===== src/rtl/core/pireg_pkg.sv =====
// Package for the PI position regulator: field widths, loop mode codes,
// register indexes and the configuration struct.
// Depends on nothing; every other file of the block imports it.
`timescale 1ns / 1ps

package pireg_pkg;

  localparam int POS_W   = 16;
  localparam int GAIN_W  = 16;
  localparam int SUM_W   = 32;
  localparam int POWER_W = 16;
  localparam int SHIFT_W = 4;
  localparam int MODE_W  = 2;
  localparam int ADDR_W  = 5;
  localparam int DATA_W  = 32;
  localparam int IDX_W   = 3;

  // Loop mode codes. The unused code behaves like proportional only.
  localparam logic [MODE_W-1:0] MODE_OFF = 2'd0;
  localparam logic [MODE_W-1:0] MODE_P   = 2'd1;
  localparam logic [MODE_W-1:0] MODE_PI  = 2'd2;

  // Register indexes, decoded from paddr[4:2].
  localparam logic [IDX_W-1:0] REG_LOOP_MODE  = 3'd0;
  localparam logic [IDX_W-1:0] REG_PROP_GAIN  = 3'd1;
  localparam logic [IDX_W-1:0] REG_INTEG_GAIN = 3'd2;
  localparam logic [IDX_W-1:0] REG_INVERT     = 3'd3;
  localparam logic [IDX_W-1:0] REG_POWER_SHFT = 3'd4;

  typedef struct packed {
    logic [MODE_W-1:0]        loop_mode;
    logic signed [GAIN_W-1:0] prop_gain;
    logic signed [GAIN_W-1:0] integ_gain;
    logic                     invert_output;
    logic [SHIFT_W-1:0]       power_shift;
  } pireg_cfg_t;

endpackage


===== src/rtl/core/pireg_if.sv =====
// Handshake interfaces for the position regulator: the tick channel in
// and the drive channel out. Depends on pireg_pkg for the field widths.
`timescale 1ns / 1ps

interface pireg_in_if;
  import pireg_pkg::*;

  logic                    valid;
  logic                    ready;
  logic signed [POS_W-1:0] encoder_pos;
  logic signed [POS_W-1:0] target_pos;

  modport source (output valid, output encoder_pos, output target_pos, input ready);
  modport sink   (input valid, input encoder_pos, input target_pos, output ready);
endinterface

interface pireg_out_if;
  import pireg_pkg::*;

  logic               valid;
  logic               ready;
  logic               drive_dir;
  logic [POWER_W-1:0] drive_power;

  modport source (output valid, output drive_dir, output drive_power, input ready);
  modport sink   (input valid, input drive_dir, input drive_power, output ready);
endinterface


===== src/rtl/core/pi_position_regulator.sv =====
// Top level of the PI position regulator: pipeline from the tick channel
// to the drive channel. Depends on pireg_pkg, pireg_if and pireg_apb.
`timescale 1ns / 1ps

// Usage:
// Each item on the sample channel is one control tick carrying the encoder
// position and the setpoint. The block filters the setpoint into a smoothed
// reference, forms the position error and its integral, and returns one
// item on the drive channel with a direction bit and a power magnitude.
// In loop mode 0 the state still advances but no drive item is produced.
// A tick passes the input, error, product and output registers. Throughput
// is one item per cycle while the receiver takes items; the reference and
// integral update of one tick fits in the single stage behind the input
// register, so ticks may arrive back to back. When the receiver stalls, the
// pipeline stages fill up one by one and sample.ready drops only once all
// stages and the output register hold items. Reset clears the pipeline,
// the reference and the integral, and sets the registers to mode 2 with
// zero gains, no inversion and no shift. The user must write registers over
// APB only while no tick is in flight; the block itself does not enforce it.
module pi_position_regulator (
  input  logic                         clk,
  input  logic                         rst,
  pireg_in_if.sink                     sample,
  pireg_out_if.source                  drive,
  input  logic                         psel,
  input  logic                         penable,
  input  logic                         pwrite,
  input  logic [pireg_pkg::ADDR_W-1:0] paddr,
  input  logic [pireg_pkg::DATA_W-1:0] pwdata,
  output logic [pireg_pkg::DATA_W-1:0] prdata,
  output logic                         pready
);
  import pireg_pkg::*;

  pireg_cfg_t cfg;

  pireg_apb u_apb (
    .clk     (clk),
    .rst     (rst),
    .psel    (psel),
    .penable (penable),
    .pwrite  (pwrite),
    .paddr   (paddr),
    .pwdata  (pwdata),
    .prdata  (prdata),
    .pready  (pready),
    .cfg     (cfg)
  );

  // Stage valid bits and the advance conditions, from the output backward.
  logic v1, v2, v3;
  logic r0, r1, r2, r3;

  assign r3 = !drive.valid || drive.ready;
  assign r2 = !v3 || r3;
  assign r1 = !v2 || r2;
  assign r0 = !v1 || r1;
  assign sample.ready = r0;

  // Stage 1: input register.
  logic signed [POS_W-1:0] pos1, tgt1;

  // Loop state.
  logic signed [POS_W-1:0] smoothed_ref, smoothed_ref_next;
  logic [SUM_W-1:0]        err_sum, err_sum_next;

  // Reference prefilter and error.
  logic signed [POS_W:0]   gap;
  logic [POS_W:0]          gap_abs;
  logic [POS_W-1:0]        step;
  logic signed [POS_W:0]   err;

  always_comb begin
    gap     = {tgt1[POS_W-1], tgt1} - {smoothed_ref[POS_W-1], smoothed_ref};
    gap_abs = gap[POS_W] ? (~gap + 1'b1) : gap;
    step    = POS_W'(gap_abs[POS_W:4]);
    if (step == '0) begin
      smoothed_ref_next = tgt1;
    end else if (gap[POS_W]) begin
      smoothed_ref_next = smoothed_ref - step;
    end else begin
      smoothed_ref_next = smoothed_ref + step;
    end
    err = {pos1[POS_W-1], pos1} - {smoothed_ref_next[POS_W-1], smoothed_ref_next};
    if (cfg.loop_mode == MODE_PI) begin
      err_sum_next = err_sum + {{(SUM_W-POS_W-1){err[POS_W]}}, err};
    end else begin
      err_sum_next = '0;
    end
  end

  // Stage 2: error and integral waiting for the multipliers.
  logic signed [POS_W:0]   err2;
  logic signed [SUM_W-1:0] sum2;

  logic signed [POS_W+GAIN_W:0]   prod_p_full;
  logic signed [SUM_W+GAIN_W-1:0] prod_i_full;

  assign prod_p_full = cfg.prop_gain * err2;
  assign prod_i_full = cfg.integ_gain * sum2;

  // Stage 3: both products, wrapped to 32 bits.
  logic [SUM_W-1:0] prod_p3, prod_i3;

  logic [SUM_W-1:0]        u_raw;
  logic signed [SUM_W-1:0] u_shr;
  logic [SUM_W-1:0]        u;
  logic [SUM_W-1:0]        mag;
  logic [POWER_W-1:0]      power;

  always_comb begin
    u_raw = prod_p3 + prod_i3;
    u_shr = $signed(u_raw) >>> 3;
    u     = cfg.invert_output ? (~u_shr + 1'b1) : u_shr;
    mag   = u[SUM_W-1] ? (~u + 1'b1) : u;
    power = mag[POWER_W-1:0] >> cfg.power_shift;
  end

  // Control state.
  always_ff @(posedge clk) begin
    if (rst) begin
      v1           <= 1'b0;
      v2           <= 1'b0;
      v3           <= 1'b0;
      drive.valid  <= 1'b0;
      smoothed_ref <= '0;
      err_sum      <= '0;
    end else begin
      if (r0) begin
        v1 <= sample.valid;
      end
      if (r1) begin
        v2 <= v1;
      end
      if (r2) begin
        v3 <= v2;
      end
      if (r3) begin
        drive.valid <= v3 && (cfg.loop_mode != MODE_OFF);
      end
      if (v1 && r1) begin
        smoothed_ref <= smoothed_ref_next;
        err_sum      <= err_sum_next;
      end
    end
  end

  // Payload registers.
  always_ff @(posedge clk) begin
    if (r0 && sample.valid) begin
      pos1 <= sample.encoder_pos;
      tgt1 <= sample.target_pos;
    end
    if (r1 && v1) begin
      err2 <= err;
      sum2 <= err_sum_next;
    end
    if (r2 && v2) begin
      prod_p3 <= prod_p_full[SUM_W-1:0];
      prod_i3 <= prod_i_full[SUM_W-1:0];
    end
    if (r3 && v3) begin
      drive.drive_dir   <= u[SUM_W-1];
      drive.drive_power <= power;
    end
  end

`ifndef SYNTHESIS
  // Reset empties every stage.
  a_reset_empty: assert property (@(posedge clk)
    rst |=> (!v1 && !v2 && !v3 && !drive.valid))
    else $error("pipeline not empty after reset");

  // Outside mode 2 an advancing tick leaves the integral cleared.
  a_integral_cleared: assert property (@(posedge clk) disable iff (rst)
    (v1 && r1 && cfg.loop_mode != MODE_PI) |=> (err_sum == '0))
    else $error("integral not cleared outside PI mode");

  // Backpressure reaches the input only with every stage occupied.
  a_full_before_stall: assert property (@(posedge clk) disable iff (rst)
    !sample.ready |-> (v1 && v2 && v3 && drive.valid && !drive.ready))
    else $error("input stalled with a free stage");

  // A new drive item comes only from an item in the last stage.
  a_out_from_stage3: assert property (@(posedge clk) disable iff (rst)
    $rose(drive.valid) |-> $past(v3))
    else $error("drive item without a source item");
`endif

endmodule


===== src/rtl/core/pireg_apb.sv =====
// APB register file of the position regulator: holds the loop mode, the
// gains, the output inversion and the power shift. Depends on pireg_pkg.
`timescale 1ns / 1ps

module pireg_apb (
  input  logic                           clk,
  input  logic                           rst,
  input  logic                           psel,
  input  logic                           penable,
  input  logic                           pwrite,
  input  logic [pireg_pkg::ADDR_W-1:0]   paddr,
  input  logic [pireg_pkg::DATA_W-1:0]   pwdata,
  output logic [pireg_pkg::DATA_W-1:0]   prdata,
  output logic                           pready,
  output pireg_pkg::pireg_cfg_t          cfg
);
  import pireg_pkg::*;

  logic             wr_en;
  logic [IDX_W-1:0] idx;

  assign pready = 1'b1;
  assign wr_en  = psel && penable && pwrite && pready;
  assign idx    = paddr[ADDR_W-1:2];

  always_ff @(posedge clk) begin
    if (rst) begin
      cfg.loop_mode     <= MODE_PI;
      cfg.prop_gain     <= '0;
      cfg.integ_gain    <= '0;
      cfg.invert_output <= 1'b0;
      cfg.power_shift   <= '0;
    end else if (wr_en) begin
      case (idx)
        REG_LOOP_MODE:  cfg.loop_mode     <= pwdata[MODE_W-1:0];
        REG_PROP_GAIN:  cfg.prop_gain     <= pwdata[GAIN_W-1:0];
        REG_INTEG_GAIN: cfg.integ_gain    <= pwdata[GAIN_W-1:0];
        REG_INVERT:     cfg.invert_output <= pwdata[0];
        REG_POWER_SHFT: cfg.power_shift   <= pwdata[SHIFT_W-1:0];
        default: ;
      endcase
    end
  end

  always_comb begin
    prdata = '0;
    case (idx)
      REG_LOOP_MODE:  prdata[MODE_W-1:0]  = cfg.loop_mode;
      REG_PROP_GAIN:  prdata[GAIN_W-1:0]  = cfg.prop_gain;
      REG_INTEG_GAIN: prdata[GAIN_W-1:0]  = cfg.integ_gain;
      REG_INVERT:     prdata[0]           = cfg.invert_output;
      REG_POWER_SHFT: prdata[SHIFT_W-1:0] = cfg.power_shift;
      default:        prdata = '0;
    endcase
  end

endmodule

===== src/flat_wrapper.sv =====
// flat-port wrapper written by rule: the top's interface ports become plain ports
module pi_position_regulator_flat import pireg_pkg::*;
  (clk, rst, psel, penable, pwrite, paddr, pwdata, prdata, pready, sample_valid, sample_encoder_pos, sample_target_pos, sample_ready, drive_valid, drive_drive_dir, drive_drive_power, drive_ready);
  pireg_in_if sample_i ();
  pireg_out_if drive_i ();
  input  logic clk;
  input  logic rst;
  input  logic psel;
  input  logic penable;
  input  logic pwrite;
  input  logic [pireg_pkg::ADDR_W-1:0] paddr;
  input  logic [pireg_pkg::DATA_W-1:0] pwdata;
  output logic [pireg_pkg::DATA_W-1:0] prdata;
  output logic pready;
  input wire logic [$bits(sample_i.valid)-1:0] sample_valid;
  input wire logic [$bits(sample_i.encoder_pos)-1:0] sample_encoder_pos;
  input wire logic [$bits(sample_i.target_pos)-1:0] sample_target_pos;
  output wire logic [$bits(sample_i.ready)-1:0] sample_ready;
  output wire logic [$bits(drive_i.valid)-1:0] drive_valid;
  output wire logic [$bits(drive_i.drive_dir)-1:0] drive_drive_dir;
  output wire logic [$bits(drive_i.drive_power)-1:0] drive_drive_power;
  input wire logic [$bits(drive_i.ready)-1:0] drive_ready;
  assign sample_i.valid = sample_valid;
  assign sample_i.encoder_pos = sample_encoder_pos;
  assign sample_i.target_pos = sample_target_pos;
  assign sample_ready = sample_i.ready;
  assign drive_valid = drive_i.valid;
  assign drive_drive_dir = drive_i.drive_dir;
  assign drive_drive_power = drive_i.drive_power;
  assign drive_i.ready = drive_ready;
  pi_position_regulator u_core (.clk(clk), .rst(rst), .sample(sample_i), .drive(drive_i), .psel(psel), .penable(penable), .pwrite(pwrite), .paddr(paddr), .pwdata(pwdata), .prdata(prdata), .pready(pready));
endmodule

===== config.mk =====
export PLATFORM = sky130hd
export DESIGN_NAME = pi_position_regulator_flat
export DESIGN_NICKNAME = d
export VERILOG_FILES = /design/src/rtl/core/pireg_pkg.sv /design/src/rtl/core/pireg_if.sv /design/src/rtl/core/pi_position_regulator.sv /design/src/rtl/core/pireg_apb.sv /design/src/flat_wrapper.sv
export SDC_FILE = /design/constraint.sdc
export NUM_CORES = 2
export LEC_CHECK = 0
export ABC_AREA = 0
export BUFFER_PORTS_ARGS = -buffer_cell sky130_fd_sc_hd__clkbuf_2
export CAP_MARGIN = 20
export CORE_MARGIN = 2
export CORE_UTILIZATION = 59
export DETAILED_ROUTE_END_ITERATION = 12
export PLACE_DENSITY = 0.79
export SETUP_SLACK_MARGIN = 0.5
export SYNTH_ARGS = -nofsm -noshare
export SYNTH_HDL_FRONTEND = slang
export SYNTH_SLANG_ARGS = --single-unit

===== constraint.sdc =====
create_clock -name clk -period 9.4 [get_ports clk]
set_input_delay 0.94 -clock clk [delete_from_list [all_inputs] [get_ports clk]]
set_output_delay 0.94 -clock clk [all_outputs]
set_load 0.01 [all_outputs]

Word-level counts from Yosys, hierarchy flattened
Index checks and enable logic that the tools add are counted.
- flip-flop bits (word level): 253
- input port bits: 76
- output and inout port bits: 52
- logic and storage cells: 72
- add/subtract/negate cells: 9
- $mul: 2
- equal/unequal tests: 5
- shift operators: 1
- mux-type cells: 10
- bitwise gates (word level): 3
- reduce and logical (&&, ||, !) cells: 23
- operators by type and width (cell ; count):
    32-bit adder ; 2
    32-bit 2-to-1 mux ; 2
    16-bit 2-to-1 mux ; 3
    16-bit by 16-bit subtractor with 17-bit output ; 2
    32-bit by 1-bit adder with 32-bit output (second input constant) ; 1
    16-bit by 17-bit multiplier with 32-bit output ; 1
    16-bit by 32-bit multiplier with 32-bit output ; 1
    32-bit inverter ; 1
    12-bit case mux with 2 select lines ; 1
    17-bit by 1-bit adder with 17-bit output (second input constant) ; 1
    17-bit 2-to-1 mux ; 1
    17-bit inverter ; 1
    16-bit by 1-bit adder with 16-bit output (second input constant) ; 1
    16-bit by 13-bit adder with 16-bit output ; 1
    16-bit inverter ; 1
    16-bit by 4-bit right shift with 16-bit output ; 1
    16-bit by 13-bit subtractor with 16-bit output ; 1
    13-bit zero test ; 1
    2-bit AND reduction ; 5
    1-bit logical AND ; 7
    3-bit by 2-bit equality test with 1-bit output (second input constant) ; 2
    2-bit case mux with 3 select lines ; 1
    1-bit case mux with 5 select lines ; 1
    1-bit zero test ; 4
    other kinds (7) ; 10

Logic depth before layout (Yosys ltp)
- depth in word-level cells: 10
- mapped depth: 49

Modules after synthesis
Synthesis repeated with hierarchy kept, for this count alone.
- cell total of the unflattened synthesis: 4265
- area, all modules: 38705.9 um2
- modules (own cells, without submodules) (module ; times used ; cells an instance ; area an instance (um2)):
    pi_position_regulator ; 1 ; 4047 ; 36635.1
    pireg_apb ; 1 ; 218 ; 2070.7

Worst setup path after synthesis
OpenSTA, ideal clock, no wires.
- kind: reg-to-reg
- start: register u_core.smoothed_ref[5]
- end: register u_core.sum2[31] (data pin)
- setup time: 0.266 ns
- data arrival time: 9.120 ns
- required time: 9.134 ns
- path slack: 0.014 ns
- stages on the path, launching flop included: 45
- clock period less this slack: 9.386 ns
- cells stage by stage: dfxtp_1 inv_1 ha_1 or3_4 or3_1 o32ai_2 xnor2_1 nand3_1 or3_4 or4_4 a32o_1 nand2_4 clkbuf_1 nor2_1 a21oi_1 ha_1 fa_1 nor2b_1 (+9 left out) maj3_2 a21oi_1 o21ai_0 xnor2_1 ha_1 a21oi_1 nand2_1 or3_1 a311oi_1 o21a_1 nor3_1 nor3_1 o31ai_1 nand3_1 nand2_1 a31o_2 xnor3_1 nor2_1
- elaborated cells on any way between the ends: 12
- those cells by class: add/sub (6); mux (4); bitwise (1); reduce/logical (1)
- RTL lines (what ; RTL line ; text):
    start, declared ; pi_position_regulator.sv:64 ; logic signed [POS_W-1:0] smoothed_ref, smoothed_ref_next;
    start signal, assigned ; pi_position_regulator.sv:142 ; smoothed_ref <= smoothed_ref_next;
    16-bit by 16-bit subtractor with 17-bit output (*) ; pi_position_regulator.sv:74 ; gap = {tgt1[POS_W-1], tgt1} - {smoothed_ref[POS_W-1], smoothed_ref};
    17-bit inverter ; pi_position_regulator.sv:75 ; gap_abs = gap[POS_W] ? (~gap + 1'b1) : gap;
    17-bit by 1-bit adder with 17-bit output ; pi_position_regulator.sv:75 ;
    17-bit 2-to-1 mux ; pi_position_regulator.sv:75 ;
    13-bit zero test ; pi_position_regulator.sv:77 ; if (step == '0) begin
    16-bit 2-to-1 mux (*) ; pi_position_regulator.sv:77 ;
    via u_core.smoothed_ref_next[0] ; pi_position_regulator.sv:64 ;
    16-bit by 16-bit subtractor with 17-bit output (*) ; pi_position_regulator.sv:84 ; err = {pos1[POS_W-1], pos1} - {smoothed_ref_next[POS_W-1], smoothed_ref_next};
    via u_core.err[14] ; pi_position_regulator.sv:71 ; logic signed [POS_W:0] err;
    32-bit adder (*) ; pi_position_regulator.sv:86 ; err_sum_next = err_sum + {{(SUM_W-POS_W-1){err[POS_W]}}, err};
    32-bit 2-to-1 mux (*) ; pi_position_regulator.sv:85 ; if (cfg.loop_mode == MODE_PI) begin
    via u_core.err_sum_next[31] ; pi_position_regulator.sv:65 ; logic [SUM_W-1:0] err_sum, err_sum_next;
    end signal, assigned ; pi_position_regulator.sv:156 ; sum2 <= err_sum_next;
    end, declared ; pi_position_regulator.sv:94 ; logic signed [SUM_W-1:0] sum2;
The timed path passes the listed nets; every way through them passes the cells marked *.
A chain may end at the register's enable or synchronous reset.

Worst setup path in the final report
- start: register u_core.tgt1[5]
- end: register u_core.sum2[31] (data pin)
- word-level cells in the longest chain between the ends: 10
- elaborated cells on any way between the ends: 12
- those cells by class: add/sub (6); mux (4); bitwise (1); reduce/logical (1)
- ends and longest elaborated chain (what ; RTL line ; text):
    start, declared ; pi_position_regulator.sv:61 ; logic signed [POS_W-1:0] pos1, tgt1;
    start signal, assigned ; pi_position_regulator.sv:152 ; tgt1 <= sample.target_pos;
    16-bit by 16-bit subtractor with 17-bit output (*) ; pi_position_regulator.sv:74 ;
    17-bit inverter ; pi_position_regulator.sv:75 ;
    17-bit by 1-bit adder with 17-bit output ; pi_position_regulator.sv:75 ;
    17-bit 2-to-1 mux ; pi_position_regulator.sv:75 ;
    16-bit by 13-bit adder with 16-bit output or 16-bit by 13-bit subtractor with 16-bit output (tied branches) ; pi_position_regulator.sv:82, pi_position_regulator.sv:80 ;
    16-bit 2-to-1 mux ; pi_position_regulator.sv:79 ; end else if (gap[POS_W]) begin
    16-bit 2-to-1 mux (*) ; pi_position_regulator.sv:77 ;
    16-bit by 16-bit subtractor with 17-bit output (*) ; pi_position_regulator.sv:84 ;
    via u_core.err[3] ; pi_position_regulator.sv:71 ;
    32-bit adder (*) ; pi_position_regulator.sv:86 ;
    32-bit 2-to-1 mux (*) ; pi_position_regulator.sv:85 ;
    via u_core.err_sum_next[31] ; pi_position_regulator.sv:65 ;
Marked as above.

==> impl_metrics.ini <==
[sta]
fin_worst_skew_ns = 0.0267
maxSlewViolCount = 0
totalNegativeSetupSlack_ns = 0
rsz0062_at_grt = yes
slew_headroom = 0.288
setup_viols_final = 0
hold_violations = 0
fmax_mhz = 109
timing.final.crit_period_ns = 9.19
holdWs_ns = 0.465
timing.final.crit_share = 0.978
max_slew.worst_pin.slew_ns = 1.07

[floorplan]
rows = 92
fp.dieArea_mm2 = 0.0657
floorplan.initialDensity = 0.596
i_o_pins = 128
die_w_um = 256
die_height_um = 256
design.core.area_mm2 = 0.0630

[clocking]
cts_hold_buffers = 0
cts-buffers-inserted = 31
numClockSinks = 253
clock_insertion_delay_worst_skew_ns = 0.60
cts_max_level = 1
max-clock-path-buffers = 3
root_buffer = clkbuf_16
clk_transition_reported_paths_ns = 0.06
cts_tree = built

[detailed_routing]
drt-wirelength-per-cell_um = 19.6
drt.antenna.violating_nets = 0
drt_wl_total_mm = 101
detailedRoute.firstIterationViolations = 2614
detailroute.via_count = 30200
detail_route.first_pass.iterations = 6
drt_drc_violations_left = 0
viasPerCell = 5.83

[worst_setup_path]
worst-path-max-fanout = 5
cp_data_required_time_ns = 9.75
timing.rr.end = u_core.sum2[31]
critical_path.startpoint_type = register
critical-path-top-cell-by-count = buf_4
worst_r2r_path_depth = 46
crit_path_end_kind = register
cp_data_arrival_time_ns = 9.53
setup.reg_to_reg.worst_slack_ns = 0.21
critical-path-slowest-cell = or4_4
worst_r2r_startpoint = u_core.tgt1[5]
critical_setup_path_kind = reg2reg
cp_slowest_stage_delay_ns = 0.43

[placement]
placement.io_buffers = 92
gp_congestion = 0.967
detailed_place.area_mm2 = 0.0392
dp_hpwl_mm = 76.1

[cells_and_area]
layout-drive-gt1-share = 0.112
fillerInstances = 4830
areaGrowthSynthToFinish_pct = 10.7
final-seq-area_mm2 = 0.00669
final_net_count = 5247
multiInputGateArea_mm2 = 0.0281
design_area_mm2 = 0.0416

[logic_synthesis]
synth_area_mm2 = 0.0375
synth-edff-count = 162
post-synth-top-count-cell = inv_1
netlist_top_cells_count = 717 x inv_1, 618 x nand2_1, 578 x fa_1
synth_top_area_share = 0.308
ys_types = 97
yosys-top-cells-area = fa_1 31%, edfxtp_1 13%, ha_1 9.4%
syn_area_per_cell_um2 = 8.99
warnings_synthesis = 0
synth-async-reset-ratio = 0
yosys_most_used_dff = edfxtp_1
synth_top_cell_by_area = fa_1
yosys_reg_bits = 253
synth_sequential_area_ratio = 0.178
netlist_instances = 4177

[global_route]
global_route.usage.total = 0.306
number_of_antenna_violations_at_the_first_check_in_global_routing = 6
grt_max_degree = 83
gr-total-overflow = 0
first_pass_grt_wire_length_mm = 160
grt_pass1_vias = 30700

[power_and_ir_drop]
sw_frac_of_total = 0.439
vdd.ir_drop.worst_v = 0.000232
power.density_cell_area_mw_per_mm2 = 195
p_leak_nw = 17.6
cell_internal_pwr_mw = 4.54
p_seq_frac = 0.257
combinationalPowerShare = 0.586
clock_power_share = 0.157
netSwitchingPower_mw = 3.55

[worst_hold_path]
holdCritPathClass = reg2reg
timing.hold.worst.start = u_core.err_sum[24]
hold-path-cell-count = 2
hold_end = u_core.err_sum[24]

[flow_run]
cap_violations = 0

[run_status]
run_status = finished clean
[routing by layer]
| metal | vias up | track usage | part of all wire |
|---|---|---|---|
| met1 | 14900 | 0.389 | 0.37 |
| met5 | - | 0 | 0 |
| met3 | 340 | 0.0522 | 0.095 |
| met4 | 0 | 0.165 | 0.066 |
| li1 | 13500 | - | - |
| met2 | 1488 | 0.502 | 0.47 |
[power by group through the flow]
stage | clock network, mW | logic (mW) | registers [mW]
5_1_grt | 1.32 | 5.12 | 2.08
3_5_place_dp | 0 | 3.52 | 2.05
3_3_place_gp | 0 | 3.42 | 2.04
6_report | 1.27 | 4.74 | 2.08
2_1_floorplan | 0 | 2.56 | 1.66
4_1_cts | 1.27 | 4.05 | 2.03
[cell families after synthesis]
kind of cell,synth area share
mux,0.00900
compound gates,0.0971
buf+inv,0.0930
simple gates,0.171
other cells,0.000200
fa+ha+maj,0.404
xor+xnor,0.0478
flops,0.178
[flip-flops by register name (all words and copies together), names as in the netlist]
register                  count
u_core.drive.drive_dir        1
u_core.drive.drive_power     16
u_core.drive.valid            1
u_core.err2                  17
u_core.err_sum               32
u_core.pos1                  16
u_core.prod_i3               32
u_core.prod_p3               32
u_core.smoothed_ref          16
u_core.sum2                  32
u_core.tgt1                  16
u_core.u_apb.cfg             39
u_core.v1                     1
u_core.v2                     1
u_core.v3                     1
[worst max-delay path: cells and delay by family (launching register included)]
kind | cells | cell delay, ns
compound gates | 13 | 2.79
simple gates | 15 | 2.94
fa+ha+maj | 3 | 0.81
flops | 1 | 0.41
xor+xnor | 2 | 0.40
buf+inv | 13 | 1.58
[what timing repair did]
action                     4_1_cts  5_1_grt
gates resized for setup         61      104
setup endpoints to repair       29       30
buffers inserted                46       25
pin swaps                       44       75
[cells in the final DEF, fill, tap and decap left out, drive strengths merged, types with 136 or more instances in the layout]
cell    count
buf       184
a21oi     197
nor2      196
fa        578
ha        282
edfxtp    162
inv       723
nand2     619
and2      256
xnor2     136
[per-stage QoR]
step / power [mW] / utilization / worst slack [ns] / cells
2_1_floorplan: 4.22 / - / 0.470 / 4192
3_3_place_gp: 5.46 / 0.623 / -0.115 / 5052
3_5_place_dp: 5.57 / 0.623 / -0.314 / 5052
4_1_cts: 7.35 / 0.649 / 0.471 / 5155
5_1_grt: 8.51 / 0.660 / -0.152 / 5185
6_report: 8.09 / 0.660 / 0.211 / 5185
[cell type report]
type / instances / share of cell area
Multi-Input combinational cell: 3028 / 0.676
Sequential cell: 253 / 0.161
Inverter: 722 / 0.0652
Timing Repair Buffer: 275 / 0.0461
Tap cell: 846 / 0.0255
Clock buffer: 39 / 0.0206
Clock inverter: 18 / 0.00527
Antenna cell: 4 / 0.000241
[how the worst max path moves through the flow]
stage                                 from                 end  cells after the start
floorplan           u_core.smoothed_ref[5]     u_core.sum2[31]                     42
global placement            u_core.tgt1[0]  u_core.err_sum[30]                     48
detailed placement          u_core.tgt1[0]  u_core.err_sum[28]                     47
CTS                         u_core.tgt1[6]     u_core.sum2[31]                     42
global route        u_core.smoothed_ref[7]     u_core.sum2[31]                     46
finish                      u_core.tgt1[5]     u_core.sum2[31]                     46
Note: power is estimated with default switching activity, not from simulation.
